**config.mk**
```make
export PLATFORM = sky130hd
export DESIGN_NAME = start_byte_xor_packet_deframer_top_flat
export DESIGN_NICKNAME = d
export VERILOG_FILES = /design/src/sbxd_pkg.sv /design/src/sbxd_in_if.sv /design/src/sbxd_out_if.sv /design/src/start_byte_xor_packet_deframer_top.sv /design/src/flat_wrapper.sv
export SDC_FILE = /design/constraint.sdc
export NUM_CORES = 1
export LEC_CHECK = 0
export BUFFER_PORTS_ARGS = -buffer_cell sky130_fd_sc_hd__buf_4
export CELL_PAD_IN_SITES_DETAIL_PLACEMENT = 2
export CELL_PAD_IN_SITES_GLOBAL_PLACEMENT = 2
export CORE_MARGIN = 1
export CORE_UTILIZATION = 35
export CTS_CLUSTER_DIAMETER = 80
export CTS_CLUSTER_SIZE = 12
export DETAILED_ROUTE_END_ITERATION = 7
export GPL_TIMING_DRIVEN = 1
export PLACE_DENSITY_LB_ADDON = 0.3
export SYNTH_ARGS = -nofsm -noshare
export SYNTH_HDL_FRONTEND = slang
export SYNTH_SLANG_ARGS = --single-unit
```
**constraint.sdc**
```tcl
create_clock -name clk -period 5.16 [get_ports clk]
set_input_delay 1.032 -clock clk [delete_from_list [all_inputs] [get_ports clk]]
set_output_delay 1.032 -clock clk [all_outputs]
set_load 0.03 [all_outputs]
```
**src/sbxd_pkg.sv**
```systemverilog
`timescale 1ns / 1ps
// Package: shared types and constants of the start-byte XOR packet deframer.
package sbxd_pkg;

    localparam int PAYLOAD_BYTES = 8;
    localparam int POS_W         = 4;
    localparam int PAYLOAD_W     = 8 * PAYLOAD_BYTES;

    typedef logic [7:0]         byte_t;
    typedef logic [POS_W-1:0]   pos_t;
    typedef logic signed [15:0] class_id_t;
    typedef logic [31:0]        angle_bits_t;
    typedef logic signed [15:0] action_code_t;
    typedef logic [PAYLOAD_W-1:0] payload_t;

    localparam byte_t START_MARKER_RESET = 8'd170;
    // byte position at which the checksum byte is expected
    localparam pos_t  POS_CKSUM          = POS_W'(PAYLOAD_BYTES);

endpackage

```
**src/sbxd_in_if.sv**
```systemverilog
`timescale 1ns / 1ps
// Interface: received byte channel.
interface sbxd_in_if
    import sbxd_pkg::*;
();
    logic  valid;
    logic  ready;
    byte_t rx_byte;

    modport source (output valid, output rx_byte, input ready);
    modport sink   (input valid, input rx_byte, output ready);
endinterface

```
**src/sbxd_out_if.sv**
```systemverilog
`timescale 1ns / 1ps
// Interface: decoded packet result channel.
interface sbxd_out_if
    import sbxd_pkg::*;
();
    logic         valid;
    logic         ready;
    class_id_t    class_id;
    angle_bits_t  angle_bits;
    action_code_t action_code;

    modport source (output valid, output class_id, output angle_bits, output action_code,
                    input ready);
    modport sink   (input valid, input class_id, input angle_bits, input action_code,
                    output ready);
endinterface

```
**src/start_byte_xor_packet_deframer_top.sv**
```systemverilog
`timescale 1ns / 1ps
// Top level: start-byte framed packet deframer with XOR checksum check.
//
//  channel   | dir | payload                               | handshake
//  ----------+-----+---------------------------------------+-------------------
//  rx_ch     | in  | rx_byte                               | valid/ready
//  res_ch    | out | class_id, angle_bits, action_code     | valid/ready
//  cfg       | in  | cfg_wdata (start marker)              | cfg_we, no stall
//
//  One item per cycle while the input stage does not hold; an accepted good checksum byte
//  passes the input register, then the result register loads the result and raises valid.
//  The input stage holds only while a good checksum byte waits for a full result register.
//  Reset: hunting for the start byte, start marker 170, no result pending.

module start_byte_xor_packet_deframer_top
    import sbxd_pkg::*;
(
    input  logic              clk,
    input  logic              rst_n,
    input  logic              cfg_we,
    input  byte_t             cfg_wdata,
    sbxd_in_if.sink           rx_ch,
    sbxd_out_if.source        res_ch
);

    byte_t        start_marker_reg;
    logic         in_valid_reg;
    byte_t        in_byte_reg;
    logic         in_packet_reg;
    pos_t         byte_pos_reg;
    byte_t        xor_reg;
    payload_t     payload_reg;
    logic         out_valid_reg;
    class_id_t    class_id_reg;
    angle_bits_t  angle_bits_reg;
    action_code_t action_code_reg;

    logic         in_packet_next;
    pos_t         byte_pos_next;
    byte_t        xor_next;
    payload_t     payload_next;

    logic is_cksum;
    logic emit;
    logic out_free;
    logic consume;

    assign is_cksum = in_packet_reg && (byte_pos_reg == POS_CKSUM);
    assign emit     = in_valid_reg && is_cksum && (in_byte_reg == xor_reg);
    assign out_free = !out_valid_reg || res_ch.ready;
    assign consume  = in_valid_reg && (!emit || out_free);

    assign rx_ch.ready = !in_valid_reg || consume;

    always_ff @(posedge clk or negedge rst_n)
    begin
        if (!rst_n)
        begin
            start_marker_reg <= START_MARKER_RESET;
        end
        else if (cfg_we)
        begin
            start_marker_reg <= cfg_wdata;
        end
    end

    always_ff @(posedge clk or negedge rst_n)
    begin
        if (!rst_n)
        begin
            in_valid_reg <= 1'b0;
        end
        else if (rx_ch.ready)
        begin
            in_valid_reg <= rx_ch.valid;
        end
    end

    always_ff @(posedge clk)
    begin
        if (rx_ch.valid && rx_ch.ready)
        begin
            in_byte_reg <= rx_ch.rx_byte;
        end
    end

    always_comb
    begin
        in_packet_next = in_packet_reg;
        byte_pos_next  = byte_pos_reg;
        xor_next       = xor_reg;
        payload_next   = payload_reg;
        if (!in_packet_reg)
        begin
            if (in_byte_reg == start_marker_reg)
            begin
                in_packet_next = 1'b1;
                byte_pos_next  = '0;
                xor_next       = '0;
            end
        end
        else if (!is_cksum)
        begin
            payload_next[{byte_pos_reg[2:0], 3'b000} +: 8] = in_byte_reg;
            xor_next      = xor_reg ^ in_byte_reg;
            byte_pos_next = byte_pos_reg + pos_t'(1);
        end
        else
        begin
            in_packet_next = 1'b0;
            byte_pos_next  = '0;
            xor_next       = '0;
        end
    end

    always_ff @(posedge clk or negedge rst_n)
    begin
        if (!rst_n)
        begin
            in_packet_reg <= 1'b0;
            byte_pos_reg  <= '0;
            xor_reg       <= '0;
        end
        else if (consume)
        begin
            in_packet_reg <= in_packet_next;
            byte_pos_reg  <= byte_pos_next;
            xor_reg       <= xor_next;
        end
    end

    always_ff @(posedge clk)
    begin
        if (consume)
        begin
            payload_reg <= payload_next;
        end
    end

    always_ff @(posedge clk or negedge rst_n)
    begin
        if (!rst_n)
        begin
            out_valid_reg <= 1'b0;
        end
        else if (emit && consume)
        begin
            out_valid_reg <= 1'b1;
        end
        else if (res_ch.ready)
        begin
            out_valid_reg <= 1'b0;
        end
    end

    // payload is little-endian: bytes 0-1 class, 2-5 angle, 6-7 action
    always_ff @(posedge clk)
    begin
        if (emit && consume)
        begin
            class_id_reg    <= class_id_t'(payload_reg[15:0]);
            angle_bits_reg  <= payload_reg[47:16];
            action_code_reg <= action_code_t'(payload_reg[63:48]);
        end
    end

    assign res_ch.valid       = out_valid_reg;
    assign res_ch.class_id    = class_id_reg;
    assign res_ch.angle_bits  = angle_bits_reg;
    assign res_ch.action_code = action_code_reg;

`ifndef SYNTH
    a_pos_range: assert property (@(posedge clk) disable iff (!rst_n)
        byte_pos_reg <= POS_CKSUM)
        else $error("byte position past checksum slot");

    a_hunt_clean: assert property (@(posedge clk) disable iff (!rst_n)
        !in_packet_reg |-> (byte_pos_reg == '0) && (xor_reg == '0))
        else $error("packet state not cleared while hunting");

    a_emit_loads: assert property (@(posedge clk) disable iff (!rst_n)
        emit && consume |=> out_valid_reg)
        else $error("good packet did not reach result register");

    a_hold_input: assert property (@(posedge clk) disable iff (!rst_n)
        in_valid_reg && !consume |=> in_valid_reg && $stable(in_byte_reg))
        else $error("stalled input item lost");

    a_no_overwrite: assert property (@(posedge clk) disable iff (!rst_n)
        out_valid_reg && !res_ch.ready |=> out_valid_reg && $stable(class_id_reg)
            && $stable(angle_bits_reg) && $stable(action_code_reg))
        else $error("pending result overwritten");
`endif

endmodule
```
**src/flat_wrapper.sv**
```systemverilog
// flat-port wrapper written by rule: the top's interface ports become plain ports
module start_byte_xor_packet_deframer_top_flat import sbxd_pkg::*;
  (clk, rst_n, cfg_we, cfg_wdata, rx_ch_valid, rx_ch_rx_byte, rx_ch_ready, res_ch_valid, res_ch_class_id, res_ch_angle_bits, res_ch_action_code, res_ch_ready);
  sbxd_in_if rx_ch_i ();
  sbxd_out_if res_ch_i ();
  input  logic clk;
  input  logic rst_n;
  input  logic cfg_we;
  input  byte_t cfg_wdata;
  input wire logic [$bits(rx_ch_i.valid)-1:0] rx_ch_valid;
  input wire logic [$bits(rx_ch_i.rx_byte)-1:0] rx_ch_rx_byte;
  output wire logic [$bits(rx_ch_i.ready)-1:0] rx_ch_ready;
  output wire logic [$bits(res_ch_i.valid)-1:0] res_ch_valid;
  output wire logic [$bits(res_ch_i.class_id)-1:0] res_ch_class_id;
  output wire logic [$bits(res_ch_i.angle_bits)-1:0] res_ch_angle_bits;
  output wire logic [$bits(res_ch_i.action_code)-1:0] res_ch_action_code;
  input wire logic [$bits(res_ch_i.ready)-1:0] res_ch_ready;
  assign rx_ch_i.valid = rx_ch_valid;
  assign rx_ch_i.rx_byte = rx_ch_rx_byte;
  assign rx_ch_ready = rx_ch_i.ready;
  assign res_ch_valid = res_ch_i.valid;
  assign res_ch_class_id = res_ch_i.class_id;
  assign res_ch_angle_bits = res_ch_i.angle_bits;
  assign res_ch_action_code = res_ch_i.action_code;
  assign res_ch_i.ready = res_ch_ready;
  start_byte_xor_packet_deframer_top u_core (.clk(clk), .rst_n(rst_n), .cfg_we(cfg_we), .cfg_wdata(cfg_wdata), .rx_ch(rx_ch_i), .res_ch(res_ch_i));
endmodule
```
# --- Word-level counts from Yosys, hierarchy flattened ---
# Cells that the tools add are included.
op_classes:
  n_addsub: 2
  eq_ne: 3
  shift: 2
  n_mux: 12
  n_bitwise: 2
  reduce_logical: 16
op_table:
  columns: ["operator", "count"]
  rows:
  - ["64-bit bitwise mux", 1]
  - ["8-bit by 8-bit variable shift with 64-bit output, first input constant", 1]
  - ["8-bit by 8-bit variable part select with 64-bit output", 1]
  - ["8-bit two-way mux", 3]
  - ["8-bit equality test", 2]
  - ["4-bit two-way mux", 3]
  - ["6-bit negator with 8-bit output", 1]
  - ["8-bit bitwise XOR", 1]
  - ["1-bit logical AND", 6]
  - ["1-bit two-way mux", 5]
  - ["4-bit by 1-bit adder with 4-bit output, second input constant", 1]
  - ["4-bit equality test, second input constant", 1]
  - ["2-bit nonzero test", 2]
  - ["1-bit zero test", 3]
  - ["1-bit logical OR", 3]
  - ["3-bit AND reduction", 1]
  - ["2-bit AND reduction", 1]
  - ["1-bit inverter", 1]
word_totals:
  regBits: 159
  input_bits: 21
  word_cells: 48

# --- Longest topological paths before layout ---
# Gate-level depths: netlist of run 1.
logic_depth:
  depth_word: 9
  depth_mapped: 9

# --- Worst setup path before layout of run 1 ---
# No wires, ideal clock.
synth_timing:
  path_type: "flip-flop to flip-flop"
  from: "register u_core.byte_pos_reg[0]"
  to: "register u_core.action_code_reg[0], in the netlist u_core.res_ch.action_code[0] (enable)"
  setup_time_ps: 493
  arrival_ps: 4228
  required_time_ps: 4667
  setup_slack_ps: 440
  stages_incl_launch_ff: 8
  path_cell_list: "dfrtp_1 -> buf_2 -> inv_1 -> ha_1 -> nand4b_1 -> nor4_1 -> nand3_1 -> nor2b_1"
synth_via:
  elab_chain_len: 8
synth_lines:
  columns: ["item", "line_no", "text"]
  rows:
  - ["from (decl)", "start_byte_xor_packet_deframer_top.sv:30", "pos_t byte_pos_reg;"]
  - ["from (signal assigned)", "start_byte_xor_packet_deframer_top.sv:127", "byte_pos_reg <= byte_pos_next;"]
  - ["4-bit equality test (*)", "start_byte_xor_packet_deframer_top.sv:48", "assign is_cksum = in_packet_reg && (byte_pos_reg == POS_CKSUM);"]
  - ["1-bit logical AND (*)", "start_byte_xor_packet_deframer_top.sv:48", null]
  - ["1-bit logical AND (*) (2 in a row)", "start_byte_xor_packet_deframer_top.sv:49", "assign emit = in_valid_reg && is_cksum && (in_byte_reg == xor_reg);"]
  - ["1-bit zero test", "start_byte_xor_packet_deframer_top.sv:51", "assign consume = in_valid_reg && (!emit || out_free);"]
  - ["1-bit logical OR", "start_byte_xor_packet_deframer_top.sv:51", null]
  - ["1-bit logical AND", "start_byte_xor_packet_deframer_top.sv:51", null]
  - ["1-bit logical AND (*)", "start_byte_xor_packet_deframer_top.sv:159", "if (emit && consume)"]
  - ["to (signal assigned)", "start_byte_xor_packet_deframer_top.sv:163", "action_code_reg <= action_code_t'(payload_reg[63:48]);"]
  - ["to (decl)", "start_byte_xor_packet_deframer_top.sv:36", "action_code_t action_code_reg;"]
# Every way passes the cells marked *; elsewhere a longest branch is shown, timed or not.
# A chain may end at the register's enable or synchronous reset.

# --- Worst setup path after layout of run 1 ---
layout_timing:
  from: "register u_core.byte_pos_reg[0]"
  to: "output rx_ch_ready"
layout_via:
  elab_chain_len: 8
layout_lines:
  columns: ["item", "line_no", "text"]
  rows:
  - ["4-bit equality test", "start_byte_xor_packet_deframer_top.sv:48", null]
  - ["1-bit logical AND", "start_byte_xor_packet_deframer_top.sv:48", null]
  - ["1-bit logical AND (2 in a row)", "start_byte_xor_packet_deframer_top.sv:49", null]
  - ["1-bit zero test", "start_byte_xor_packet_deframer_top.sv:51", null]
  - ["1-bit logical OR", "start_byte_xor_packet_deframer_top.sv:51", null]
  - ["1-bit logical AND", "start_byte_xor_packet_deframer_top.sv:51", null]
  - ["1-bit logical OR", "start_byte_xor_packet_deframer_top.sv:53", "assign rx_ch.ready = !in_valid_reg || consume;"]
  - ["to (decl)", "flat_wrapper.sv:12", "output wire logic [$bits(rx_ch_i.ready)-1:0] rx_ch_ready;"]
# No other way between the ends.

==> results of run 1 <==
[power by group]
| part | internal [mW] | switching [mW] |
|---|---|---|
| sequential | 1.51 | 0.0960 |
| combinational | 0.216 | 0.348 |
| clock | 0.817 | 0.533 |
| total | 2.54 | 0.977 |
[metal layers]
layer  global-route usage  routed length [um]  up-vias
li1                     -                   -     1500
met1                0.225                6490     1668
met2                0.291                7120       88
met3               0.0464                 525       13
met4               0.0568                 137        0
met5                    0                   0        -
[layout make-up]
class,instances,area [sq um]
multi-input cells,176,1190
inverters,10,37.5
clock buffers,17,425
repair buffers,90,673
fillers,1628,9110
flip-flops and latches,159,4660
well taps,220,275
clock inverters,15,205
[logic make-up after synthesis]
family	Yosys count
mux	11
fa+ha+maj	3
buf+inv	25
xor+xnor	15
compound gates	24
simple gates	123
flops	159
[worst paths after layout]
check / start / end / slack, ps / cells after the start
setup / recovery: u_core.byte_pos_reg[0]$_DFFE_PN0P_ / rx_ch_ready / 1550 / 8
hold / removal: u_core.payload_reg[52]$_DFFE_PP_ / u_core.res_ch.action_code[4]$_DFFE_PP_ / 420 / 0
setup reg to reg: u_core.byte_pos_reg[0]$_DFFE_PN0P_ / u_core.res_ch.class_id[6]$_DFFE_PP_ / 1740 / 7
hold reg to reg: u_core.payload_reg[52]$_DFFE_PP_ / u_core.res_ch.action_code[4]$_DFFE_PP_ / 420 / 0
max in group asynchronous: rst_n / u_core.start_marker_reg[7]$_DFFE_PN1P_ / 4360 / 1
min in group asynchronous: rst_n / u_core.byte_pos_reg[1]$_DFFE_PN0P_ / 500 / 1
[cells in the final DEF, fill, tap and decap left out, types with 3 or more instances in the layout]
master / count
edfxtp_1: 136
buf_4: 89
and2_1: 56
dfrtp_1: 19
clkbuf_16: 17
nor2_1: 11
inv_1: 10
nand2_1: 10
and3_1: 9
xnor2_1: 8
mux2_2: 8
xor2_1: 7
nand3_1: 7
a22o_1: 7
o21ai_0: 7
nor3_1: 6
inv_6: 6
nand2b_1: 4
bufinv_16: 4
dfstp_2: 4
nor2_2: 3
nor4_1: 3
mux2i_1: 3
a31oi_1: 3
ha_1: 3
[per-stage QoR]
stage,hold WS [ps],power [mW]
CTS,422,3.56
detailed placement,406,2.18
finish,419,3.52
floorplan,400,2.00
global route,432,3.66
global placement,408,2.14
[synthesized netlist by cell type (all sizes together) (4+ instances only)]
cell type and instances:
a22o 7, nand2b 4, o21ai 8, inv 10
nor3 8, and2 56, nor2 14, clkbuf 12
dfstp 4, edfxtp 136, nand3 7, dfrtp 19
xor2 7, nand2 10, xnor2 8, and3 9
nor4 4, mux2 8
[critical path, delay by kind of cell (launching register included)]
family                     cells  cell delay (ps)
and+or+nand+nor                4              950
buffers and inverters          3              490
DFF                            1              490
adders and majority gates      1              230
==> reports/qor.yml, run 1 <==
pwr:
  leakage_nw: 2.78
  p_per_area_nw_per_um2: 471
  irDropWorstVdd_v: 0.000240
sta:
  layout_min_cycle_time_ps: 3610
  slew_violations: 0
  rsz0062_at_grt: "no"
  clock_skew_ps: 13.9
  finalSetupViolations: 0
  tns_ps: 0
  tightestPinTransition_ps: 1290
  fin_crit_sh: 0.699
  finalHoldViolations: 0
  slew_headroom: 0.137
  fmax_ghz: 0.277
  timing.final.ws_setup_ps: 1550
yosys:
  synth_edf_count: 136
  synthAdderAreaFrac: 0.00630
  synth_compound_area_frac: 0.0288
  syn-num-nets: 384
  synthSimpleGateAreaFrac: 0.121
  netlist_area_sq_um: 5950
  synthXorXnorAreaFrac: 0.0221
  synth_top_family_by_area: "simple AND/OR/NAND/NOR gates"
  yosys.area.top_type_share: 0.686
  synth_area_leaders: "edfxtp_1 (69%), dfrtp_1 (8.0%), and2_1 (5.9%), dfstp_2 (1.8%), mux2_2 (1.5%)"
  syn_avg_cell_area_sq_um: 16.5
  synth_seq_cells: 159
  netlist.top_cell.by_area: "edfxtp_1"
  muxShareOfSynthArea: 0.0202
  syn-instance-count: 360
  synthFlopType: "edfxtp_1"
  yosysWarnings: 0
  ys_seq_area_frac: 0.783
  synth.distinct_cells: 40
  synthArstFlopShare: 0.145
die:
  coreArea_sq_um: 16600
  die_w_um: 132
  die_area_sq_um: 17500
  start_util: 0.359
  rows: 47
  ios: 87
  die_h_um: 132
grt:
  grt_max_degree: 34
  overflow: 0
  grt_pass1_wl_mm: 22.2
  first_global_vias: 3662
  grt_usage: 0.176
  antenna_found_initial: 0
clock_network:
  cts_resized: 0
  clock_latency_ps: 430
  numCtsBuffers: 17
  root_buffer: "clkbuf_16"
  clk_pin_slew_ps: 60
  clock-sinks: 159
  clock_path_buffers: 2
  post_cts_buffers: 0
  htreeDepth: 4
  tritoncts: "yes"
  hold_buffers: 0
route:
  wire_per_inst_um: 20.8
  drt-total-wl_mm: 14.3
  antenna_left: 0
  drt-initial-drc-count: 171
  viasPerCell: 4.76
  firstDrtPassIters: 6
  vias: 3269
  drcViolationCount: 0
placed_design:
  placed_area_sq_um: 6830
  place.gp.congestion: 0.746
  pre_cts_ws_ps: 1720
  port_buffers: 86
  dp_hpwl_mm: 9.76
  placed_cells: 654
finish:
  drive_above_1_share: 0.306
  largest_register_ffs: 64
  instances_no_fill: 687
  layout.nets: 478
  antenna_cells: 0
  postLayoutCellArea_sq_um: 7470
  syn2layout_area_growth_pct: 25.5
  utilization: 0.451
worst_setup_path:
  path_cells: "inv_1, ha_1, nand4b_1, nor4_1, nand3_1, nor2_1, inv_1, buf_4"
  cp_max_fo: 11
  crit_required_ps: 4130
  crit_arrival_ps: 2580
  crit_top_cell: "inv_1"
  critPathSlowestCell: "dfrtp_1"
  endpoint_kind: "primary output"
  cpPeakStageDelay_ps: 490
  critical_path_class: "reg2out"
  critPathLaunchType: "flip-flop"
outcome:
  status: "finished, final reports clean"
flow_run:
  cap_violations: 0
worst_hold_path:
  hp-class: "reg2reg"
(Power assumes the default switching activity.)
==> inputs of run 2 (changes only) <==
==> constraint.sdc (replaced) <==
create_clock -name clk -period 3.3 [get_ports clk]
set_input_delay 0.66 -clock clk [delete_from_list [all_inputs] [get_ports clk]]
set_output_delay 0.66 -clock clk [all_outputs]
set_load 0.03 [all_outputs]
==> run 2 against run 1 <==
Against the previous run: non-clock buffer count increased by 10; highest routed layer unchanged; combinational power up 60%; register-to-register slack worse by 1300 ps; die area did not move; global-route usage shrank 0.098 points; design area increased by 0.50%; clock power increased by 41%.
==> reports/qor.yml, run 2 (synthesis gave the netlist of run 1 again) <==
worst_setup_path:
  rr_worst_depth: 6
  critical_path_buf_inv_count: 3
  crit_family: "simple AND/OR/NAND/NOR gates"
  worstReg2RegStart: "u_core.byte_pos_reg[0]$_DFFE_PN0P_"
  critical_path_class: "reg2out"
  r2r_slack_ps: 440
  crit_arrival_ps: 2420
  crit_required_ps: 2640
  path_cells: "inv_2, ha_1, nand4b_1, nor4_2, nand3_2, nor2_2, inv_1, buf_4"
  critPathLaunchType: "flip-flop"
  r2r-end: "u_core.payload_reg[1]$_DFFE_PP_"
  critPathSlowestCell: "dfrtp_1"
  cpPeakStageDelay_ps: 490
  cp_max_fo: 11
  endpoint_kind: "primary output"
finish:
  layout_commonest_cell: "edfxtp_1"
  antenna_cells: 0
  n_fill_cell: 1625
  instances_no_fill: 696
  drive_above_1_share: 0.324
  syn2layout_area_growth_pct: 26.1
  final_cell_mix: "edfxtp_1 (136), buf_4 (99), and2_1 (56)"
  layout.nets: 488
  largest_register_ffs: 64
route:
  viasPerCell: 4.74
  wire_per_inst_um: 20.3
  drt-total-wl_mm: 14.2
  drcViolationCount: 0
  dr_wl_met2_mm: 7.24
  antenna_left: 0
  m1WireLength_mm: 6.25
  firstDrtPassIters: 4
  wl_met3_um: 435
  vias: 3302
  drt-initial-drc-count: 141
  top_layer: "met4"
grt:
  grt_pass1_wl_mm: 22.1
  antenna_found_initial: 0
  grt_usage: 0.175
  first_global_vias: 3669
  grt_max_degree: 65
  overflow: 0
clock_network:
  numCtsBuffers: 17
  clock-sinks: 159
  clock_path_buffers: 2
  clock_latency_ps: 420
  clk_pin_slew_ps: 60
  hold_buffers: 0
  root_buffer: "clkbuf_16"
  htreeDepth: 4
  tritoncts: "yes"
  post_cts_buffers: 0
sta:
  fmax_ghz: 0.325
  timing.final.ws_setup_ps: 221
  finalHoldViolations: 0
  slew_headroom: 0.498
  slew_violations: 0
  tightestPinTransition_ps: 751
  finalSetupViolations: 0
  layout_min_cycle_time_ps: 3080
  fin_crit_sh: 0.933
  clock_skew_ps: 8.02
placed_design:
  dp_hpwl_mm: 9.33
  placed_cells: 665
  place.gp.congestion: 0.750
  port_buffers: 86
  pre_cts_ws_ps: 426
die:
  coreArea_sq_um: 16600
  die_w_um: 132
  rows: 47
  ios: 87
  die_h_um: 132
  die_area_sq_um: 17500
  start_util: 0.359
pwr:
  p_per_area_nw_per_um2: 705
  power_mw: 5.30
  leakage_nw: 2.80
  irDropWorstVdd_v: 0.000381
worst_hold_path:
  hp-class: "in2async"
outcome:
  status: "finished, final reports clean"
flow_run:
  cap_violations: 0
run 2: layer usage:
metal,track usage,vias up
met5,0,-
met4,0.0709,0
met3,0.0330,20
met2,0.301,84
met1,0.217,1682
li1,-,1516
run 2: stage by stage:
step / util / TNS [ps] / hold slack (ps) / area (sq um)
after detailed placement: 0.418 / 0 / 411 / 6930
after floorplan: - / 0 / 364 / 5960
after global placement: 0.418 / 0 / 405 / 6930
after global routing: 0.453 / -11.3 / 144 / 7510
after CTS: 0.452 / 0 / 120 / 7500
final: 0.453 / 0 / 133 / 7510
run 2: layout make-up:
cell class | instances | area (sq um) | share of cell area
tap | 220 | 275 | 0.0366
clock inverter | 14 | 144 | 0.0192
sequential | 159 | 4660 | 0.621
multi-input combinational | 176 | 1200 | 0.160
timing repair buffer | 100 | 763 | 0.102
inverter | 10 | 37.5 | 0.00500
clock buffer | 17 | 425 | 0.0566
run 2: how the worst max path moves through the flow:
stage | from | endpoint | slack (ps) | cells past startpoint
after CTS | u_core.byte_pos_reg[0]$_DFFE_PN0P_ | rx_ch_ready | 50 | 8
after floorplan | u_core.byte_pos_reg[0]$_DFFE_PN0P_ | u_core.res_ch.action_code[0]$_DFFE_PP_ | 470 | 7
after detailed placement | u_core.byte_pos_reg[0]$_DFFE_PN0P_ | u_core.payload_reg[6]$_DFFE_PP_ | 430 | 6
after global placement | u_core.byte_pos_reg[0]$_DFFE_PN0P_ | u_core.payload_reg[0]$_DFFE_PP_ | 700 | 6
final | u_core.byte_pos_reg[0]$_DFFE_PN0P_ | rx_ch_ready | 220 | 8
after global routing | u_core.byte_pos_reg[0]$_DFFE_PN0P_ | rx_ch_ready | -10 | 8
run 2: report_power, final:
group,leakage (nW),internal [mW],switching [mW]
Combinational,1.03,0.347,0.554
Clock,0.270,1.11,0.798
Sequential,1.50,2.36,0.133
run 2: repair_timing:
action	CTS	global route
hold endpoints to repair	0	0
setup endpoints to repair	0	1
resized for setup	0	4
